$ cat src/rtl/rdlc_pkg.sv
// ----------------------------------------------------------------------------
// Row DMA load controller package
// Shared types, sizes and helpers for the strided row move-in DMA.
// ----------------------------------------------------------------------------
package rdlc_pkg;

    localparam int NUM_BUFFERS = 8;
    localparam int NUM_CREDITS = 4;
    localparam int QUEUE_DEPTH = 4;
    localparam int ID_BITS     = 8;

    localparam int BUF_IW  = (NUM_BUFFERS > 1) ? $clog2(NUM_BUFFERS) : 1;
    localparam int BUF_CW  = $clog2(NUM_BUFFERS + 1);
    localparam int CRD_IW  = (NUM_CREDITS > 1) ? $clog2(NUM_CREDITS) : 1;
    localparam int CRD_CW  = $clog2(NUM_CREDITS + 1);
    localparam int Q_IW    = (QUEUE_DEPTH > 1) ? $clog2(QUEUE_DEPTH) : 1;
    localparam int Q_CW    = $clog2(QUEUE_DEPTH + 1);
    localparam int ID_N    = 1 << ID_BITS;

    localparam int ADDR_W  = 40;
    localparam int STR_W   = 32;
    localparam int SPAD_W  = 32;
    localparam int ROW_W   = 11;
    localparam int IDF_W   = 8;
    localparam int BUFF_W  = 3;
    localparam int CRDF_W  = 2;

    typedef enum logic [1:0] {
        OP_ISSUE    = 2'd0,
        OP_DRAM_RSP = 2'd1,
        OP_SPAD_RSP = 2'd2,
        OP_NONE     = 2'd3
    } t_op;

    typedef enum logic [1:0] {
        KIND_READ   = 2'd0,
        KIND_WRITE  = 2'd1,
        KIND_DONE   = 2'd2,
        KIND_STATUS = 2'd3
    } t_kind;

    typedef struct packed {
        t_op                op;
        logic [IDF_W-1:0]   cmd_id;
        logic [ADDR_W-1:0]  src;
        logic [STR_W-1:0]   sstride;
        logic [SPAD_W-1:0]  dst;
        logic [STR_W-1:0]   dstride;
        logic [ROW_W-1:0]   rows;
        logic [BUFF_W-1:0]  buf_idx;
        logic [CRDF_W-1:0]  crd_idx;
    } t_cmd;

    typedef struct packed {
        t_kind              kind;
        logic [ADDR_W-1:0]  address;
        logic [BUFF_W-1:0]  buffer_slot;
        logic [CRDF_W-1:0]  credit_slot;
        logic [IDF_W-1:0]   result_instr;
        logic [ROW_W-1:0]   row_number;
        logic               queue_has_room;
        logic               issue_rejected;
        logic               last;
    } t_result;

    function automatic int unsigned ring_idx(int unsigned h, int unsigned c, int unsigned n);
        int unsigned s;
        s = h + c;
        return (s >= n) ? s - n : s;
    endfunction

    function automatic t_result make_result(t_kind kind, logic [ADDR_W-1:0] address,
                                            logic [BUFF_W-1:0] buffer_slot,
                                            logic [CRDF_W-1:0] credit_slot,
                                            logic [IDF_W-1:0] result_instr,
                                            logic [ROW_W-1:0] row_number,
                                            logic room, logic rej, logic last);
        t_result r;
        r.kind           = kind;
        r.address        = address;
        r.buffer_slot    = buffer_slot;
        r.credit_slot    = credit_slot;
        r.result_instr   = result_instr;
        r.row_number     = row_number;
        r.queue_has_room = room;
        r.issue_rejected = rej;
        r.last           = last;
        return r;
    endfunction

endpackage

$ cat src/rtl/rdlc_front.sv
// ----------------------------------------------------------------------------
// Row DMA front end
// Accept input items, decode the operation and hold them in a two-entry queue.
// ----------------------------------------------------------------------------
module rdlc_front (
    input  logic                i_clk,
    input  logic                i_rst_n,
    input  logic                s_axis_tvalid,
    output logic                s_axis_tready,
    input  logic [159:0]        s_axis_tdata,
    input  logic [1:0]          s_axis_tuser,
    input  logic                i_pop,
    output logic                o_cmd_valid,
    output rdlc_pkg::t_cmd      o_cmd
);

    rdlc_pkg::t_cmd r_q [2];
    logic           r_wp;
    logic           r_rp;
    logic [1:0]     r_cnt;
    rdlc_pkg::t_cmd w_dec;
    logic           w_push;

    always_comb begin
        w_dec.op       = rdlc_pkg::t_op'(s_axis_tuser);
        w_dec.cmd_id   = s_axis_tdata[7:0];
        w_dec.src      = s_axis_tdata[47:8];
        w_dec.sstride  = s_axis_tdata[79:48];
        w_dec.dst      = s_axis_tdata[111:80];
        w_dec.dstride  = s_axis_tdata[143:112];
        w_dec.rows     = s_axis_tdata[154:144];
        w_dec.buf_idx  = s_axis_tdata[157:155];
        w_dec.crd_idx  = s_axis_tdata[159:158];
    end

    assign s_axis_tready = (r_cnt != 2'd2);
    assign w_push        = s_axis_tvalid && s_axis_tready;
    assign o_cmd_valid   = (r_cnt != 2'd0);
    assign o_cmd         = r_q[r_rp];

    always_ff @(posedge i_clk) begin
        if (!i_rst_n) begin
            r_wp  <= 1'b0;
            r_rp  <= 1'b0;
            r_cnt <= 2'd0;
        end else begin
            if (w_push) begin
                r_q[r_wp] <= w_dec;
                r_wp      <= ~r_wp;
            end
            if (i_pop) begin
                r_rp <= ~r_rp;
            end
            r_cnt <= r_cnt + 2'(w_push) - 2'(i_pop);
        end
    end

endmodule

$ cat config.mk
export PLATFORM = sky130hd
export DESIGN_NAME = rdlc_front
export DESIGN_NICKNAME = d
export VERILOG_FILES = /design/src/rtl/rdlc_pkg.sv /design/src/rtl/rdlc_front.sv
export SDC_FILE = /design/constraint.sdc
export NUM_CORES = 1
export LEC_CHECK = 0
export BUFFER_PORTS_ARGS = -buffer_cell sky130_fd_sc_hd__buf_2
export CAP_MARGIN = 15
export CORE_MARGIN = 1
export CORE_UTILIZATION = 56
export DETAILED_ROUTE_END_ITERATION = 10
export PLACE_DENSITY = 0.82
export SETUP_SLACK_MARGIN = 0.05
export SLEW_MARGIN = 20
export SYNTH_ARGS = -nofsm -noshare
export SYNTH_HDL_FRONTEND = slang
export SYNTH_SLANG_ARGS = --single-unit
$ cat constraint.sdc
create_clock -name i_clk -period 26.6 [get_ports i_clk]
set_input_delay 6.65 -clock i_clk [delete_from_list [all_inputs] [get_ports i_clk]]
set_output_delay 6.65 -clock i_clk [all_outputs]
set_load 0.02 [all_outputs]
==> flow_summary.ini <==
[yosys]
syn_avg_cell_area_um2 = 23.2
synthTopCellsByArea = edfxtp_1, mux2_4, mux2_2, buf_6, dfxtp_1
yosys.area.top_type = edfxtp_1
ys_ff_latch = 329
synth_area_um2 = 12200
yosys_warnings = 0
synth_seq_area_share_pct = 80.3
netlist.area_leader.share_pct = 79.5
synth.distinct_cells = 18
synthCells = 528
synth_fp_nets = 696

[place]
io_buffers = 329
hpwl_um = 15400
routabilityCongestion = 0.784

[timing]
fin_crit_sh_pct = 35.2
tightest_slew_ns = 1.03
hold_violations = 0
max_slew_margin_pct = 31.6
min_period_ns = 9.36
fmax_mhz = 107
clock_skew_ns = 0.0188
rsz0062_at_grt = false
finalSetupViolCount = 0
setup-tns-final_ns = 0
final_max_slew_viol_count = 0

[drt]
highest_layer = met5
wl_met2_um = 11700
wirelength_um = 23300
wl_per_cell_um = 19.7
drtIter0Drc = 264
dr.pass1.iters = 4
vias = 6111
vias_per_cell = 5.17
ant_nets = 0
dr_wl_met3_um = 2350
met1_length_um = 8620
drc = 0

[cells_and_area]
final_common_cell = buf_2
drive_gt1_share_pct = 60.7
syn2layout_area_growth_pct = 24.1
fin_nets = 1049
layout_common_cells = buf_2, edfxtp_1, mux2_2

[floorplan]
initial_core_util_pct = 57.7
pin_count = 330
fp-row-count = 53
die_w_um = 150
die_h_um = 150
core_um2 = 21200
dieArea_um2 = 22400

[worst_setup_path]
cp_max_fo = 86
arrival_ns = 2.71
cp-start-kind = flop
critPathCaptureType = output pin
critPathKind = flop to output pin
worst_ep_required_time_ns = 19.95

[global_routing]
grt_pass1_wl_um = 33700
grt_usage_pct = 20.3
grt_max_degree = 87
antenna_found_initial = 4
grt_pass1_vias = 6392
grt_overflow = 0

[clock_network]
hold_buffers = 0
cts_max_level = 2
cts_made_buffers = 34
cts_sinks = 329
cts_setup_buffers = 0
cts-resized-gates = 0
worstSkewPairLatency_ns = 0.50
cts_tree = built
cts_buffer_depth = 3
cts.clk_slew.worst_paths_ns = 0.06
cts_root_buffer = clkbuf_16

[status]
outcome = finished, final reports clean

[min_path]
hold_path_class = flop to flop

[power]
power.total_mw = 1.25
ir_drop_mv = 0.0739
power.density_nw_per_um2 = 82.4
p_leak_nw = 5.82

[run]
maxCapViolCount = 0
metrics by stage:
step | setup slack (ns) | utilization [%] | hold WS, ns | std cells | instance area (um^2)
2_1_floorplan | 12.44 | - | 0.468 | 528 | 12200
3_3_place_gp | 17.45 | 66.6 | 0.519 | 1120 | 14100
3_5_place_dp | 17.74 | 66.6 | 0.533 | 1120 | 14100
4_1_cts | 17.21 | 71.5 | 0.543 | 1179 | 15200
5_1_grt | 17.13 | 71.6 | 0.565 | 1181 | 15200
6_report | 17.24 | 71.6 | 0.545 | 1182 | 15200
cell type report:
type | count | area [um^2]
diodes | 3 | 7.51
multi-input cells | 179 | 2260
well taps | 275 | 344
clock inverters | 19 | 148
repair buffers | 335 | 1700
fillers | 1361 | 6030
inverters | 2 | 7.51
clock buffers | 40 | 895
flip-flops and latches | 329 | 9830
critical path: stages, from the launching register on:
cell     delay [ns]
dfxtp_4        0.82
buf_6          0.66
mux2_2         0.43
buf_2          0.16
report_power, final:
group,switching (mW),total (mW),internal (mW)
Combinational,0.105,0.179,0.0740
Sequential,0.0134,0.632,0.618
Clock,0.181,0.441,0.260
routing by layer:
layer / up-vias / global-route usage, %
met4: 4 / 7.17
met2: 265 / 34.6
li1: 2817 / -
met3: 47 / 7.62
met1: 2978 / 23.3
met5: - / 0
synth_stat cells (all sizes together):
master	number
and2	5
and3	1
buf	18
dfxtp	5
edfxtp	324
ha	2
inv	2
mux2	162
nand2	1
nand2b	1
nand3	1
nor2	1
o22ai	1
or2	1
xnor2	2
xor2	1
kinds of logic after synthesis:
kind of cell | synth area share [%]
flops | 80.3
mux | 17.4
compound gates | 0.0512
fa+ha+maj | 0.205
simple gates | 0.511
buf+inv | 1.31
xor+xnor | 0.215
sequential cells by signal, summed over array words and instances (netlist names), named ones only:
register,count
r_rp,1
r_cnt,2
r_wp,1
r_q,324
path summary, 6_finish.rpt:
| kind | end | slack [ns] | startpoint | cells past startpoint |
|---|---|---|---|---|
| max | o_cmd[16] | 17.24 | flop | 3 |
| min | r_wp | 0.55 | r_wp | 2 |
| max reg2reg | r_q[0][130] | 24.16 | r_cnt[0] | 4 |
| min reg2reg | r_wp | 0.55 | r_wp | 2 |
No activity file was read; power rests on OpenSTA's default activity.
